`config.mk`:
```
export PLATFORM = sky130hd
export DESIGN_NAME = lsbs_cfg
export DESIGN_NICKNAME = d
export VERILOG_FILES = /design/src/sv/lsbs_pkg.sv /design/src/sv/lsbs_cfg.sv
export SDC_FILE = /design/constraint.sdc
export NUM_CORES = 1
export LEC_CHECK = 0
export BUFFER_PORTS_ARGS = -buffer_cell sky130_fd_sc_hd__buf_2
export CORE_MARGIN = 5
export CORE_UTILIZATION = 46
export CTS_CLUSTER_SIZE = 40
export DETAILED_ROUTE_END_ITERATION = 10
export PLACE_DENSITY = 0.77
export SLEW_MARGIN = 40
export SYNTH_ARGS = -nofsm -noshare
export SYNTH_HDL_FRONTEND = slang
export SYNTH_SLANG_ARGS = --single-unit
```
`constraint.sdc`:
```
create_clock -name i_clk -period 1.2 [get_ports i_clk]
set_clock_uncertainty 0.15 [all_clocks]
set_input_delay 0 -clock i_clk [delete_from_list [all_inputs] [get_ports i_clk]]
set_output_delay 0 -clock i_clk [all_outputs]
set_load 0.01 [all_outputs]
```
`src/sv/lsbs_pkg.sv`:
```
// Shared types and constants of the LSB steganography block.
package lsbs_pkg;

    typedef enum logic [1:0] {
        CMD_LOAD    = 2'd0,
        CMD_EMBED   = 2'd1,
        CMD_EXTRACT = 2'd2,
        CMD_READ    = 2'd3
    } t_cmd;

    typedef enum logic {
        CFG_BITS_PER_CHANNEL = 1'b0,
        CFG_PIXEL_COUNT      = 1'b1
    } t_cfg_idx;

    localparam logic [1:0] COMP_RED  = 2'd0;
    localparam logic [1:0] COMP_BLUE = 2'd2;

    localparam int unsigned CFG_DATA_W = 13;
    localparam int unsigned PIX_W      = 13;

    // Component 0 is red, 1 green, 2 blue.
    typedef logic [2:0][7:0] t_rgb;

    typedef struct packed {
        t_cmd        cmd;
        logic [11:0] pixel_index;
        logic [7:0]  red_in;
        logic [7:0]  green_in;
        logic [7:0]  blue_in;
        logic [7:0]  payload_byte;
    } t_in_item;

    typedef struct packed {
        logic [7:0] extracted_byte;
        logic [7:0] red_out;
        logic [7:0] green_out;
        logic [7:0] blue_out;
        logic       overflow;
    } t_out_item;

    typedef struct packed {
        logic [3:0]       eff_bits;
        logic [PIX_W-1:0] limit;
    } t_cfg;

endpackage

```
`src/sv/lsbs_cfg.sv`:
```
// Configuration registers and their clamped working values.
module lsbs_cfg #(
    parameter int unsigned MAX_PIXELS = 4096
) (
    input  logic                                i_clk,
    input  logic                                i_rst_n,
    input  logic                                i_cfg_we,
    input  lsbs_pkg::t_cfg_idx                  i_cfg_idx,
    input  logic [lsbs_pkg::CFG_DATA_W-1:0]     i_cfg_data,
    output lsbs_pkg::t_cfg                      o_cfg
);
    localparam int unsigned PIX_MAX_VAL = (1 << lsbs_pkg::PIX_W) - 1;
    localparam int unsigned CAP = (MAX_PIXELS > PIX_MAX_VAL) ? PIX_MAX_VAL : MAX_PIXELS;
    localparam logic [lsbs_pkg::PIX_W-1:0] CAP_V = lsbs_pkg::PIX_W'(CAP);

    logic [3:0]                   r_bpc;
    logic [lsbs_pkg::PIX_W-1:0]   r_pcnt;

    always_ff @(posedge i_clk) begin
        if (!i_rst_n) begin
            r_bpc  <= 4'd1;
            r_pcnt <= 13'd4096;
        end else if (i_cfg_we) begin
            unique case (i_cfg_idx)
                lsbs_pkg::CFG_BITS_PER_CHANNEL: r_bpc  <= i_cfg_data[3:0];
                lsbs_pkg::CFG_PIXEL_COUNT:      r_pcnt <= i_cfg_data;
                default: ;
            endcase
        end
    end

    // Zero acts as one bit, anything above eight as eight.
    always_comb begin
        if (r_bpc == 4'd0)
            o_cfg.eff_bits = 4'd1;
        else if (r_bpc > 4'd8)
            o_cfg.eff_bits = 4'd8;
        else
            o_cfg.eff_bits = r_bpc;
        o_cfg.limit = (r_pcnt > CAP_V) ? CAP_V : r_pcnt;
    end

endmodule

```
==> summary.md, run 1 <==
| Metric | Value |
|---|---|
| Synth unique cells | 19 |
| Port bufs | 33 |
| Nets@finish | 161 |
| Startpoint Class | register |
| Placed Area | 987 sq um |
| Via/cell ratio | 4.76 |
| Pin count of the biggest net entering global routing | 14 |
| CP bufs+invs | 1 |
| Routed wire per std cell | approximately 13 um |
| Vias in the first global route | 761 |
| Most used DFF post-synth | dfxtp_1 |
| Xor and xnor area share after synthesis | 0 |
| Register bit total from synthesis | 17 |
| Mapped cell area | 830 sq um |
| GRT Overall Usage | 0.164 |
| CTS root buffer | clkbuf_4 |
| Cells after Synth | between 90 and 100 |
| Post-synth EDFFs | 0 |
| Synth Area in Adders | 0 |
| Compound-Gate Fraction of Synth Area | 0.124 |
| Post-synth ARST share | 0 |
| Share of layout cells above drive strength 1 | 0.413 |
| RSZ-0062 raised after global routing | yes |
| Setup crit end kind | output port |
| Initial Utilization | 0.480 |
| Overall Power | 1.13 mW |
| Max Slew Vio Count | 0 |
| Violated checks | setup timing |
| CP required | 1.05 ns |
| # diodes | 0 |
| Detailed-route via count | 800 |
| Dominant cell type by area after synthesis | dfxtp_1 |
| Clk slew on worst S/H paths | 0.09 ns |
| Power density cells | approximately 930 nW/um^2 |
| Worst path slowest cell | dfxtp_2 |
| Gpl congestion | 0.806 |
| Fin cells | approximately 170 |
| CTS Buffer Depth | 2 |
| Final hold vios | 0 |
| 1st-pass router iterations | 4 |
| Leak Pwr | ~0.57 nW |
| Setup ws final | -0.0339 ns |
| Slew Limit Headroom | 0.771 |
| Worst-path cell chain | or2_1 > a21oi_2 > buf_2 |
| VDD IR max | between 0.6 and 0.7 mV |
| Largest family of logic cells by synthesized area | simple AND/OR/NAND/NOR gates |
| Top delay family on crit path | flip-flops |
| CP max stage delay | 0.33 ns |
| Die Ht | 52.5 um |
| Syn Area/Cell | 8.92 sq um |
| Die width | 52.5 um |
| Final routed DRC violation total | 0 |
| Worst-margin pin slew | 0.342 ns |
| Mux cell area share after synthesis | 0.0724 |
| First-pass GRT wire length | 3320 um |
| GRT overflow | 0 |
| Commonest cells in the netlist | 18 x nand2_1, 17 x dfxtp_1, 14 x nor2b_1 |
| Routed Antenna Nets | 0 |
| Syn nets | between 100 and 150 |
| Synth Area in Simple Gates | 0.302 |
| # setup viols final | 1 |
| Sink Count | 17 |
| Antenna violations before repair | 0 |
| Worst-skew pair later-pin latency | 0.28 ns |
| Post-route design area | 1220 sq um |
| Synth top area share | 0.410 |
| TritonCTS Buffers | 3 |
| Syn-to-layout area delta | 46.9% |
| IO Pins | 34 |
| Max_cap viols | 0 |
| Final Util | 0.706 |
| Row cnt | 15 |
| Register area share after synthesis | 0.410 |
| CTS tree | done |
| Hold crit path type | primary input to register |
| Starting DRT DRC Count | 12 |
| Synth Warn # | 0 |
| Critical path type | register to output port |
| F_max | 0.810 GHz |
| Routed wire length | 2120 um |
| H-tree depth | 1 |
| WP data arrival | approximately 1.1 ns |
| Status | finished, violations left |
| Dpl hpwl | 1380 um |
| Die Area | 2750 sq um |
| Largest cells by area after synthesis | dfxtp_1 41%, nor2b_1 11%, o21ai_2 9.5% |
| Tmin final | 1.23 ns |
| Placed Cells | 145 |
| Placeable Area | ~1700 sq um |
| Most common cell in the netlist | nand2_1 |
| Fin crit share | 1.03 |
| Critical path fanouts, max | 2 |
-- report_power, final --
part | leakage [nW] | internal [mW] | total, mW | switching, mW
clock | 0.0150 | 0.129 | 0.296 | 0.167
sequential | 0.140 | 0.594 | 0.609 | 0.0150
combinational | 0.410 | 0.119 | 0.223 | 0.104
total | 0.565 | 0.842 | 1.13 | 0.286
-- sequential cells by signal (all words and copies together), names as in the netlist --
name,count
r_pcnt,13
r_bpc,4
-- through the flow --
step                      hold WS (ns)  TNS (ns)  setup WS (ns)
after floorplan                0.00664         0          0.247
after global placement           0.112         0          0.282
after detailed placement         0.110         0          0.237
after CTS                       0.0136   -0.0181        -0.0181
after global routing            0.0245    -0.129         -0.102
final                           0.0392   -0.0339        -0.0339
-- logic make-up after synthesis --
group	Yosys count
compound gates	12
buf+inv	12
flops	17
mux	6
simple gates	46
-- per-layer routing --
layer | up-vias | track usage | part of all wire
met3 | 6 | 0.0256 | 0.039
met4 | 0 | 0.0638 | 0.017
met5 | - | 0 | 0
li1 | 412 | - | -
met2 | 24 | 0.271 | 0.49
met1 | 358 | 0.210 | 0.45
-- worst paths after layout --
| kind | startpoint | to | slack, ns | cells after the start |
|---|---|---|---|---|
| setup / recovery | r_bpc[2] | o_cfg[13] | -0.03 | 3 |
| hold / removal | i_cfg_we | r_bpc[2] | 0.04 | 3 |
| setup reg to reg | r_bpc[1] | r_bpc[1] | 0.31 | 3 |
| hold reg to reg | r_pcnt[10] | r_pcnt[10] | 0.31 | 2 |
-- worst min-delay path, delay by kind of cell --
kind	cells	cell delay (ns)
muxes	1	0.16
buffers and inverters	1	0.11
and+or+nand+nor	1	0.17
-- final cells by class --
type	instances	area, sq um
sequential	17	344
inverter	2	7.51
multi-input combinational	64	422
tap	25	31.3
timing repair buffer	56	388
clock buffer	4	26.3
fill	131	508
-- cells in the final DEF (no fill, tap or decap), types with 2 or more instances in the layout --
master,synthesis,final
buf_2,6,33
nand2_1,18,18
dlygate4sd3_1,0,17
dfxtp_1,17,14
nor2b_1,14,12
nand4_1,9,9
o21ai_2,9,9
mux2i_1,6,6
buf_4,0,4
clkbuf_4,0,3
dfxtp_2,0,3
nor2b_2,0,2
inv_1,2,2
buf_6,1,2
-- repair_timing --
action / in CTS / in global routing
pin swaps: 2 / 0
endpoints found under the setup margin: 1 / 12
hold buffers: 17 / 0
endpoints found under the hold margin: 17 / 0
resized for setup: 2 / 6
buffers inserted: 2 / 0
(Power assumes the default switching activity.)
==> run 2, diff against run 1 <==
--- a/config.mk
+++ b/config.mk
@@ -10,7 +10,8 @@
 export CORE_UTILIZATION = 46
 export CTS_CLUSTER_SIZE = 40
 export DETAILED_ROUTE_END_ITERATION = 10
-export PLACE_DENSITY = 0.77
+export PLACE_DENSITY_LB_ADDON = 0.25
+export REMOVE_ABC_BUFFERS = 1
 export SLEW_MARGIN = 40
 export SYNTH_ARGS = -nofsm -noshare
 export SYNTH_HDL_FRONTEND = slang
==> summary.md, run 2 (synthesized netlist as in run 1, its figures left out) <==
| Metric | Value |
|---|---|
| Setup TNS | -0.0665 ns |
| Largest register by flop count | r_pcnt |
| Initial Utilization | 0.480 |
| Hold crit path type | primary input to register |
| Syn-to-layout area delta | 47.2% |
| # diodes | 0 |
| Biggest regs | r_pcnt x13, r_bpc x4 |
| Routed wire per std cell | 12.2 um |
| RSZ-0062 raised after global routing | yes |
| Max Slew Vio Count | 0 |
| Setup crit end kind | output port |
| Starting DRT DRC Count | 16 |
| Final Util | 0.707 |
| Commonest cells after routing, fill and taps aside | 32 x buf_2, 18 x nand2_1, 17 x dlygate4sd3_1 |
| H-tree depth | 1 |
| Max_cap viols | 0 |
| First-pass GRT wire length | 3350 um |
| Detailed-route via count | just under 800 |
| Overall Power | 1.13 mW |
| Worst-margin pin slew | around 0.35 ns |
| Critical path fanouts, max | 2 |
| Placeable Area | about 1700 sq um |
| Pin count of the biggest net entering global routing | 18 |
| Antenna violations before repair | 0 |
| IO Pins | 34 |
| Vias in the first global route | between 700 and 800 |
| Critical path type | register to output port |
| Gpl congestion | 0.716 |
| GRT Overall Usage | 0.161 |
| Leak Pwr | about 0.56 nW |
| Via/cell ratio | 4.73 |
| Worst-skew pair later-pin latency | 0.27 ns |
| GRT overflow | 0 |
| Slew Limit Headroom | 0.769 |
| Violated checks | setup timing |
| Port bufs | 33 |
| Fin crit share | 1.06 |
| Max reg flops | 13 |
| 1st-pass router iterations | 4 |
| Clk slew on worst S/H paths | roughly 0.09 ns |
| Die Area | between 2000 and 3000 sq um |
| Final hold vios | 0 |
| Die Ht | 52.5 um |
| TritonCTS Buffers | 3 |
| F_max | 0.790 GHz |
| CTS root buffer | clkbuf_4 |
| Dpl hpwl | 1330 um |
| Commonest non-fill, non-tap cell in the layout | buf_2 |
| Row cnt | 15 |
| Status | finished, violations left |
| R2R Setup Slk | 0.35 ns |
| WP data arrival | 1.12 ns |
| CP required | 1.05 ns |
| Sink Count | 17 |
| Startpoint Class | register |
| Tmin final | 1.27 ns |
| Final routed DRC violation total | 0 |
| # setup viols final | 1 |
| Share of layout cells above drive strength 1 | 0.411 |
| Routed Antenna Nets | 0 |
| Die width | 52.5 um |
| CTS tree | done |
| VDD IR max | 0.858 mV |
| Routed wire length | a little over 2000 um |
| Setup ws final | -0.0665 ns |
| Nets@finish | 159 |
| CTS Buffer Depth | 2 |
| Power density cells | 922 nW/um^2 |
==> run 2: layout make-up <==
type,count,area (sq um)
well taps,25,31.3
clock buffers,4,26.3
multi-input cells,64,424
inverters,2,7.51
repair buffers,54,388
fillers,145,505
flip-flops and latches,17,344
==> run 2: where the power goes <==
group | internal (mW) | leakage, nW | switching, mW
clock network | 0.129 | 0.0150 | 0.165
registers | 0.594 | 0.140 | 0.0144
logic | 0.120 | 0.406 | 0.104
==> run 2: stage by stage <==
step	setup slack, ns	hold slack (ns)	instances	area (sq um)
after floorplan	0.196	-0.0854	83	761
after global placement	0.268	0.105	144	992
after detailed placement	0.203	0.104	144	992
after CTS	-0.0637	0.0132	166	1200
after global routing	-0.114	0.0259	166	1220
final	-0.0665	0.0144	166	1220
==> run 2: worst paths after layout <==
| path | start | end | cells after the start |
|---|---|---|---|
| setup / recovery | r_bpc[2] | o_cfg[13] | 3 |
| hold reg to reg | r_pcnt[0] | r_pcnt[0] | 2 |
| setup reg to reg | r_pcnt[12] | r_pcnt[12] | 3 |
| hold / removal | i_cfg_we | r_bpc[2] | 3 |
==> run 2: metal layers <==
metal,wire length [um],global-route usage,vias up
met1,840,0.198,356
met2,1050,0.273,19
met5,0,0,-
li1,-,-,407
met4,24,0.0426,0
met3,102,0.0427,4
==> run 2: worst max-delay path, stage by stage, from the launching register on <==
cell and delay [ns]:
dfxtp_2 0.33, or2_1 0.25, a21oi_2 0.13, buf_2 0.14
==> run 2: timing repair <==
| item | CTS | global route |
|---|---|---|
| setup endpoints to repair | 2 | 10 |
| buffers inserted | 1 | 0 |
| hold endpoints to repair | 17 | 0 |
| pin swaps | 2 | 0 |
| resized for setup | 4 | 6 |
| hold buffers | 17 | 0 |
