<file path="config.mk">
export PLATFORM = sky130hd
export DESIGN_NAME = lsbs_seq_flat
export DESIGN_NICKNAME = d
export VERILOG_FILES = /design/src/sv/lsbs_pkg.sv /design/src/sv/lsbs_in_if.sv /design/src/sv/lsbs_out_if.sv /design/src/sv/lsbs_seq.sv /design/src/flat_wrapper.sv
export SDC_FILE = /design/constraint.sdc
export NUM_CORES = 1
export LEC_CHECK = 0
export BUFFER_PORTS_ARGS = -buffer_cell sky130_fd_sc_hd__buf_4
export CORE_ASPECT_RATIO = 1.5
export CORE_MARGIN = 1
export CORE_UTILIZATION = 35
export DETAILED_ROUTE_END_ITERATION = 6
export GPL_TIMING_DRIVEN = 0
export HOLD_SLACK_MARGIN = 0.15
export MAX_ROUTING_LAYER = met4
export SLEW_MARGIN = 20
export SYNTH_ARGS = -nofsm -noshare
export SYNTH_HDL_FRONTEND = slang
export SYNTH_SLANG_ARGS = --single-unit
</file>
<file path="constraint.sdc">
create_clock -name i_clk -period 18.7 [get_ports i_clk]
set_input_delay 4.675 -clock i_clk [delete_from_list [all_inputs] [get_ports i_clk]]
set_output_delay 4.675 -clock i_clk [all_outputs]
set_load 0.1 [all_outputs]
</file>
<file path="src/sv/lsbs_pkg.sv">
// Shared types and constants of the LSB steganography block.
package lsbs_pkg;

    typedef enum logic [1:0] {
        CMD_LOAD    = 2'd0,
        CMD_EMBED   = 2'd1,
        CMD_EXTRACT = 2'd2,
        CMD_READ    = 2'd3
    } t_cmd;

    typedef enum logic {
        CFG_BITS_PER_CHANNEL = 1'b0,
        CFG_PIXEL_COUNT      = 1'b1
    } t_cfg_idx;

    localparam logic [1:0] COMP_RED  = 2'd0;
    localparam logic [1:0] COMP_BLUE = 2'd2;

    localparam int unsigned CFG_DATA_W = 13;
    localparam int unsigned PIX_W      = 13;

    // Component 0 is red, 1 green, 2 blue.
    typedef logic [2:0][7:0] t_rgb;

    typedef struct packed {
        t_cmd        cmd;
        logic [11:0] pixel_index;
        logic [7:0]  red_in;
        logic [7:0]  green_in;
        logic [7:0]  blue_in;
        logic [7:0]  payload_byte;
    } t_in_item;

    typedef struct packed {
        logic [7:0] extracted_byte;
        logic [7:0] red_out;
        logic [7:0] green_out;
        logic [7:0] blue_out;
        logic       overflow;
    } t_out_item;

    typedef struct packed {
        logic [3:0]       eff_bits;
        logic [PIX_W-1:0] limit;
    } t_cfg;

endpackage

</file>
<file path="src/sv/lsbs_in_if.sv">
// Command channel: valid, ready and one command beat.
interface lsbs_in_if;
    logic                valid;
    logic                ready;
    lsbs_pkg::t_in_item  data;

    modport source (output valid, output data, input ready);
    modport sink   (input valid, input data, output ready);
endinterface

</file>
<file path="src/sv/lsbs_out_if.sv">
// Result channel: valid, ready and one result beat.
interface lsbs_out_if;
    logic                valid;
    logic                ready;
    lsbs_pkg::t_out_item data;

    modport source (output valid, output data, input ready);
    modport sink   (input valid, input data, output ready);
endinterface

</file>
<file path="src/sv/lsbs_seq.sv">
// Command sequencer: cursors, bit-serial read-modify-write and result register.
module lsbs_seq #(
    parameter int unsigned MAX_PIXELS = 4096,
    parameter int unsigned AW         = 12
) (
    input  logic            i_clk,
    input  logic            i_rst_n,
    input  lsbs_pkg::t_cfg  i_cfg,
    lsbs_in_if.sink         i_in,
    lsbs_out_if.source      o_out,
    output logic            o_mem_we,
    output logic [AW-1:0]   o_mem_waddr,
    output lsbs_pkg::t_rgb  o_mem_wdata,
    output logic [AW-1:0]   o_mem_raddr,
    input  lsbs_pkg::t_rgb  i_mem_rdata
);
    localparam int unsigned PW = lsbs_pkg::PIX_W;

    typedef enum logic [1:0] {S_IDLE, S_RDPX, S_BIT, S_DONE} t_state;

    t_state              r_state, n_state;
    lsbs_pkg::t_cmd      r_cmd, n_cmd;
    logic [7:0]          r_payload, n_payload;
    logic [2:0]          r_bit, n_bit;
    logic [7:0]          r_result, n_result;
    logic                r_ovf, n_ovf;
    lsbs_pkg::t_rgb      r_rgb, n_rgb;
    lsbs_pkg::t_rgb      r_pix, n_pix;
    logic                r_fresh, n_fresh;
    logic [PW-1:0]       r_epix, n_epix, r_xpix, n_xpix;
    logic [1:0]          r_ecomp, n_ecomp, r_xcomp, n_xcomp;
    logic [2:0]          r_epos, n_epos, r_xpos, n_xpos;
    logic                r_out_valid, n_out_valid;
    lsbs_pkg::t_out_item r_out, n_out;

    logic                accept, idx_ok, is_embed;
    logic [PW-1:0]       c_pix, a_pix;
    logic [1:0]          c_comp, a_comp;
    logic [2:0]          c_pos, a_pos;
    logic [3:0]          pos_inc;
    logic                pix_step;
    lsbs_pkg::t_rgb      cur, mod;

    assign i_in.ready  = (r_state == S_IDLE);
    assign accept      = i_in.valid && i_in.ready;
    assign o_out.valid = r_out_valid;
    assign o_out.data  = r_out;
    assign idx_ok      = (21'(i_in.data.pixel_index) < 21'(MAX_PIXELS));

    // Pick the cursor of the command at hand.
    always_comb begin
        is_embed = (r_state == S_IDLE) ? (i_in.data.cmd == lsbs_pkg::CMD_EMBED)
                                       : (r_cmd == lsbs_pkg::CMD_EMBED);
        c_pix  = is_embed ? r_epix  : r_xpix;
        c_comp = is_embed ? r_ecomp : r_xcomp;
        c_pos  = is_embed ? r_epos  : r_xpos;
    end

    // Step the cursor past the bit in use.
    always_comb begin
        pos_inc  = {1'b0, c_pos} + 4'd1;
        a_pix    = c_pix;
        a_comp   = c_comp;
        a_pos    = pos_inc[2:0];
        pix_step = 1'b0;
        if (pos_inc >= i_cfg.eff_bits) begin
            a_pos = 3'd0;
            if (c_comp == lsbs_pkg::COMP_BLUE) begin
                a_comp   = lsbs_pkg::COMP_RED;
                a_pix    = c_pix + PW'(1);
                pix_step = 1'b1;
            end else begin
                a_comp = c_comp + 2'd1;
            end
        end
    end

    always_comb begin
        cur = r_fresh ? i_mem_rdata : r_pix;
        mod = cur;
        if (r_cmd == lsbs_pkg::CMD_EMBED)
            mod[c_comp][c_pos] = r_payload[r_bit];
    end

    always_comb begin
        n_state     = r_state;
        n_cmd       = r_cmd;
        n_payload   = r_payload;
        n_bit       = r_bit;
        n_result    = r_result;
        n_ovf       = r_ovf;
        n_rgb       = r_rgb;
        n_pix       = r_pix;
        n_fresh     = r_fresh;
        n_epix      = r_epix;
        n_ecomp     = r_ecomp;
        n_epos      = r_epos;
        n_xpix      = r_xpix;
        n_xcomp     = r_xcomp;
        n_xpos      = r_xpos;
        n_out_valid = r_out_valid && !o_out.ready;
        n_out       = r_out;
        o_mem_we    = 1'b0;
        o_mem_waddr = AW'(c_pix);
        o_mem_wdata = mod;
        o_mem_raddr = AW'(c_pix);

        unique case (r_state)
            S_IDLE: begin
                if (accept) begin
                    n_cmd     = i_in.data.cmd;
                    n_payload = i_in.data.payload_byte;
                    n_bit     = 3'd0;
                    n_result  = 8'd0;
                    n_ovf     = 1'b0;
                    n_rgb     = '0;
                    n_fresh   = 1'b1;
                    n_state   = S_DONE;
                    unique case (i_in.data.cmd)
                        lsbs_pkg::CMD_LOAD: begin
                            o_mem_we    = idx_ok;
                            o_mem_waddr = AW'(i_in.data.pixel_index);
                            o_mem_wdata = {i_in.data.blue_in, i_in.data.green_in,
                                           i_in.data.red_in};
                        end
                        lsbs_pkg::CMD_READ: begin
                            o_mem_raddr = AW'(i_in.data.pixel_index);
                            if (idx_ok)
                                n_state = S_RDPX;
                        end
                        default: begin
                            // Cursor already at the limit: drop the whole byte.
                            if (c_pix >= i_cfg.limit)
                                n_ovf = 1'b1;
                            else
                                n_state = S_BIT;
                        end
                    endcase
                end
            end

            S_RDPX: begin
                n_rgb   = i_mem_rdata;
                n_state = S_DONE;
            end

            S_BIT: begin
                n_pix   = mod;
                n_fresh = pix_step;
                if (r_cmd == lsbs_pkg::CMD_EXTRACT)
                    n_result[r_bit] = cur[c_comp][c_pos];
                // On embed, write the pixel back when the cursor leaves it or the byte ends.
                o_mem_we    = (r_cmd == lsbs_pkg::CMD_EMBED) && (pix_step || r_bit == 3'd7);
                o_mem_raddr = AW'(a_pix);
                if (is_embed) begin
                    n_epix  = a_pix;
                    n_ecomp = a_comp;
                    n_epos  = a_pos;
                end else begin
                    n_xpix  = a_pix;
                    n_xcomp = a_comp;
                    n_xpos  = a_pos;
                end
                n_bit = r_bit + 3'd1;
                if (r_bit == 3'd7) begin
                    n_state = S_DONE;
                end else if (a_pix >= i_cfg.limit) begin
                    n_ovf   = 1'b1;
                    n_state = S_DONE;
                end
            end

            S_DONE: begin
                if (!r_out_valid || o_out.ready) begin
                    n_out_valid          = 1'b1;
                    n_out.extracted_byte = r_result;
                    n_out.red_out        = r_rgb[0];
                    n_out.green_out      = r_rgb[1];
                    n_out.blue_out       = r_rgb[2];
                    n_out.overflow       = r_ovf;
                    n_state              = S_IDLE;
                end
            end

            default: n_state = S_IDLE;
        endcase
    end

    always_ff @(posedge i_clk) begin
        if (!i_rst_n) begin
            r_state     <= S_IDLE;
            r_out_valid <= 1'b0;
            r_epix      <= '0;
            r_ecomp     <= '0;
            r_epos      <= '0;
            r_xpix      <= '0;
            r_xcomp     <= '0;
            r_xpos      <= '0;
        end else begin
            r_state     <= n_state;
            r_out_valid <= n_out_valid;
            r_epix      <= n_epix;
            r_ecomp     <= n_ecomp;
            r_epos      <= n_epos;
            r_xpix      <= n_xpix;
            r_xcomp     <= n_xcomp;
            r_xpos      <= n_xpos;
        end
        r_cmd     <= n_cmd;
        r_payload <= n_payload;
        r_bit     <= n_bit;
        r_result  <= n_result;
        r_ovf     <= n_ovf;
        r_rgb     <= n_rgb;
        r_pix     <= n_pix;
        r_fresh   <= n_fresh;
        r_out     <= n_out;
    end

endmodule

</file>
<file path="src/flat_wrapper.sv">
// flat-port wrapper written by rule: the top's interface ports become plain ports
module lsbs_seq_flat 
#(
    parameter int unsigned MAX_PIXELS = 4096,
    parameter int unsigned AW         = 12
)
  (i_clk, i_rst_n, i_cfg, o_mem_we, o_mem_waddr, o_mem_wdata, o_mem_raddr, i_mem_rdata, i_in_valid, i_in_data, i_in_ready, o_out_valid, o_out_data, o_out_ready);
  lsbs_in_if i_in_i ();
  lsbs_out_if o_out_i ();
  input  logic i_clk;
  input  logic i_rst_n;
  input  lsbs_pkg::t_cfg i_cfg;
  output logic o_mem_we;
  output logic [AW-1:0] o_mem_waddr;
  output lsbs_pkg::t_rgb o_mem_wdata;
  output logic [AW-1:0] o_mem_raddr;
  input  lsbs_pkg::t_rgb i_mem_rdata;
  input wire logic [$bits(i_in_i.valid)-1:0] i_in_valid;
  input wire logic [$bits(i_in_i.data)-1:0] i_in_data;
  output wire logic [$bits(i_in_i.ready)-1:0] i_in_ready;
  output wire logic [$bits(o_out_i.valid)-1:0] o_out_valid;
  output wire logic [$bits(o_out_i.data)-1:0] o_out_data;
  input wire logic [$bits(o_out_i.ready)-1:0] o_out_ready;
  assign i_in_i.valid = i_in_valid;
  assign i_in_i.data = i_in_data;
  assign i_in_ready = i_in_i.ready;
  assign o_out_valid = o_out_i.valid;
  assign o_out_data = o_out_i.data;
  assign o_out_i.ready = o_out_ready;
  lsbs_seq #(.MAX_PIXELS(MAX_PIXELS), .AW(AW)) u_core (.i_clk(i_clk), .i_rst_n(i_rst_n), .i_cfg(i_cfg), .i_in(i_in_i), .o_out(o_out_i), .o_mem_we(o_mem_we), .o_mem_waddr(o_mem_waddr), .o_mem_wdata(o_mem_wdata), .o_mem_raddr(o_mem_raddr), .i_mem_rdata(i_mem_rdata));
endmodule
</file>
==> parameters.txt <==
Parameter                              Value

Status
  Outcome    finished, final reports clean

Timing
  Final hold vios    0
  Fmax    a little over 0.07 GHz
  Final worst hold slack    0.417 ns
  Worst rel slew slack    0.409
  Final period utilization    0.742
  Largest clock skew in the final design    about 0.0086 ns
  Accumulated negative setup slack    0 ns
  Fin. max-slew vios    0
  Setup repair after global routing missed its margin    no
  Setup-violating endpoint count in the final report    0
  Actual transition at the worst max-transition pin    0.861 ns
  Tmin final    13.88 ns

Critical path
  Register-to-Register Setup Slack    12.57 ns
  Kind of critical path    input port to output port
  Highest fanout seen on the critical path    10
  Depth of the worst register-to-register path    25
  Required time worst endpoint    14.03 ns
  Kind of end point of the critical path    output port
  Library cell appearing most often on the critical path    sky130_fd_sc_hd__ha_1
  Data arrival time at the worst-slack endpoint    9.20 ns
  Worst reg2reg path startpoint    u_core.r_state[0]$_SDFFE_PN0P_
  Cell-by-cell listing of the critical path    buf_4 > inv_1 > ha_1 > and2_1 > buf_2 > o21ai_1 > and2_1 > inv_2 > ha_1 > xnor2_1 > ha_1 > o21a_1 > o21ai_0 > nor2b_1 > a2111o_1 > clkbuf_1 > nor2_2 > xnor2_1 > a221o_1 > buf_4
  Kind of launch point of the worst setup path    input port
  Highest-delay cell along the critical path    sky130_fd_sc_hd__o21ai_1
  Critical Path Max Stage Delay    0.44 ns
  Reg2reg end    u_core.r_state[0]$_SDFFE_PN0P_

Placed design
  Detailed placer's ending HPWL    19200 um
  Area after DPL    10300 sq um
  Buffers on Ports    174
  Routability congestion estimate    0.866

Route
  Remaining antenna violation count after routing    0
  TritonRoute pass-1 iters    6
  DRC violations left    0
  Routed WL    24600 um
  Detailed router's first-iteration violation count    404
  Per-cell via count in the routed design    5.17
  Routed wire length per instance    18.1 um
  Vias    7042

Global route
  Antenna violations before repair    0
  Wire length of the first global-routing pass    37500 um
  Via count of the first global-routing pass    a little under 7000
  Tot GR Track Use    0.206
  Maximum number of pins on one net before global-route repair    28
  Gr ovfl total    0

Layout
  # diodes    0
  Top library cells by usage in the layout, fill and taps aside    175 x sky130_fd_sc_hd__buf_4, 104 x sky130_fd_sc_hd__edfxtp_1, 65 x sky130_fd_sc_hd__nand2_1
  Net count, final    1163
  Commonest non-fill, non-tap cell in the layout    sky130_fd_sc_hd__buf_4
  Layout overhead on the synthesized area    27.5%
  Utilization after layout    0.458
  Total non-filler cell area in the finished layout    10900 sq um
  Proportion of layout cells with a drive suffix above 1    0.252
  Fillers    2282

Min path
  Hold/Removal Path Class    register to register
  Worst Hold End    u_core.o_out.data[10]$_DFFE_PP_
  Hold-critical path depth    0
  Startpoint of the most critical hold path    u_core.r_rgb[9]$_SDFFCE_PN0P_

Yosys
  Fraction of registers with async set/reset    0
  Top_reg_cell synth    sky130_fd_sc_hd__edfxtp_1
  Synthesized area per cell    10.2 sq um
  Number of instances in the synthesized netlist    836
  Count of cell types in the netlist    66
  Number of synthesized flops with an enable pin    ~100
  Synthesis warning total    0
  Summed instance area of the synthesized netlist    about 8600 sq um
  Register bit total from synthesis    143
  Sequential-to-total area share from yosys stat    0.456
  Total nets after synthesis    ~970

Clock tree
  Clock tree from TritonCTS    done
  Worst-path clk slew    0.07 ns
  Number of buffers inserted for hold repair after clock tree synthesis    0
  CTS Sinks    between 100 and 150
  Clock tree root buffer cell    sky130_fd_sc_hd__clkbuf_16
  Clk Latency, worst-skew pair    0.43 ns
  Number of buffers inserted during clock tree synthesis    17
  Total number of H-tree levels    4
  Number of setup buffers added after CTS    0
  Max clock buf depth    2
  Count of instances resized after the clock tree is built    0

Power
  Cell Pwr Density    130 nW/um^2
  Design internal power    807 uW
  Final Total Pwr    1420 uW
  Sequential fraction of design power    0.326
  Combinational Power Share    0.439
  Static power due to leakage    0.00458 uW
  Fraction of power consumed by the clock network    0.235
  Sw Share    0.433
  Max VDD drop    roughly 0.066 mV
  NetSw    617 uW

Floorplanning
  Total I/O pin count    175
  Die area    between 20000 and 30000 sq um
  Initial core utilization    0.359
  Area of the core    about 24000 sq um
  Width of the die    130 um
  Die Ht    194 um
  Row Count    69

Flow run
  Max-cap check violation count    0
per-stage QoR:
stage,cells,worst slack [ns]
finish,1363,4.82
global route,1363,4.52
CTS,1363,4.89
detailed placement,1331,4.92
global placement,1329,4.90
floorplan,836,5.42
logic make-up after synthesis:
logic type / synth area share
XOR/XNOR: 0.0205
AND/OR/NAND/NOR: 0.178
multiplexers: 0.129
buffers and inverters: 0.0428
flip-flops: 0.456
AO/OA/AOI/OAI: 0.113
adder cells (fa/ha/maj): 0.0599
Yosys cell counts, types with 7 or more instances:
| library cell | number | area share |
|---|---|---|
| sky130_fd_sc_hd__a211oi_1 | 7 | 0.0061 |
| sky130_fd_sc_hd__and2_1 | 41 | 0.030 |
| sky130_fd_sc_hd__or3_1 | 7 | 0.0051 |
| sky130_fd_sc_hd__xnor2_1 | 17 | 0.017 |
| sky130_fd_sc_hd__a21o_1 | 8 | 0.0070 |
| sky130_fd_sc_hd__mux4_2 | 8 | 0.021 |
| sky130_fd_sc_hd__nor3_1 | 23 | 0.013 |
| sky130_fd_sc_hd__edfxtp_1 | 104 | 0.36 |
| sky130_fd_sc_hd__a21oi_1 | 49 | 0.029 |
| sky130_fd_sc_hd__nand2b_1 | 16 | 0.012 |
| sky130_fd_sc_hd__ha_1 | 41 | 0.060 |
| sky130_fd_sc_hd__nor2b_1 | 18 | 0.013 |
| sky130_fd_sc_hd__mux2_2 | 25 | 0.033 |
| sky130_fd_sc_hd__o21ai_0 | 29 | 0.017 |
| sky130_fd_sc_hd__nand2_1 | 65 | 0.028 |
| sky130_fd_sc_hd__a22oi_1 | 7 | 0.0061 |
| sky130_fd_sc_hd__inv_1 | 45 | 0.020 |
| sky130_fd_sc_hd__a221o_1 | 13 | 0.015 |
| sky130_fd_sc_hd__clkbuf_1 | 33 | 0.014 |
| sky130_fd_sc_hd__nor2_1 | 60 | 0.026 |
| sky130_fd_sc_hd__mux2i_1 | 63 | 0.074 |
| sky130_fd_sc_hd__nand3_1 | 28 | 0.016 |
| sky130_fd_sc_hd__dfxtp_1 | 39 | 0.091 |
sequential cells by signal, indices dropped and copies added, names as in the netlist:
register / flops
u_core.r_epos: 3
u_core.r_cmd: 2
u_core.r_rgb: 24
u_core.r_payload: 8
u_core.o_out.valid: 1
u_core.r_fresh: 1
u_core.r_ecomp: 2
u_core.r_xpos: 3
u_core.o_out.data: 33
u_core.r_epix: 13
u_core.r_pix: 24
u_core.r_bit: 3
u_core.r_ovf: 1
u_core.r_state: 2
u_core.r_result: 8
u_core.r_xpix: 13
u_core.r_xcomp: 2
critical path: cells and delay by family:
| kind | cells | cell delay, ns |
|---|---|---|
| AND/OR/NAND/NOR | 4 | 0.82 |
| buffers and inverters | 6 | 1.07 |
| AO/OA/AOI/OAI | 5 | 1.34 |
| adder cells (fa/ha/maj) | 3 | 0.75 |
| XOR/XNOR | 2 | 0.55 |
worst max path at each step:
stage	cells past startpoint	slack (ns)	to	from
after CTS	20	4.89	o_mem_raddr[5]	i_in_data[45]
after global placement	20	4.90	o_mem_raddr[5]	i_in_data[45]
final	20	4.82	o_mem_raddr[5]	i_in_data[45]
after detailed placement	20	4.92	o_mem_raddr[5]	i_in_data[45]
after global routing	20	4.52	o_mem_raddr[5]	i_in_data[45]
after floorplan	17	5.42	o_mem_raddr[11]	i_in_data[45]
layer usage:
| metal | GRT usage | routed length, um | vias up |
|---|---|---|---|
| met4 | 0.0922 | 832 | 0 |
| met3 | 0.0310 | 1050 | 47 |
| met5 | - | 0 | - |
| met2 | 0.364 | 13200 | 212 |
| li1 | - | - | 3444 |
| met1 | 0.222 | 9530 | 3339 |
power groups by stage:
| stage | Clock (uW) | Sequential (uW) | Combinational, uW |
|---|---|---|---|
| after global routing | 353 | 471 | 662 |
| after detailed placement | 0 | 471 | 627 |
| after floorplan | 0 | 514 | 415 |
| final | 335 | 464 | 624 |
| after global placement | 0 | 471 | 616 |
| after CTS | 340 | 465 | 628 |
final cells by class:
| class | count | area, sq um | area share |
|---|---|---|---|
| flip-flops and latches | 143 | 3900 | 0.358 |
| clock buffers | 20 | 437 | 0.0400 |
| multi-input cells | 602 | 4320 | 0.395 |
| clock inverters | 12 | 139 | 0.0127 |
| well taps | 319 | 399 | 0.0366 |
| repair buffers | 176 | 1350 | 0.124 |
| plain buffers | 45 | 194 | 0.0178 |
| inverters | 46 | 173 | 0.0158 |
No activity file was read; power rests on OpenSTA's default activity.
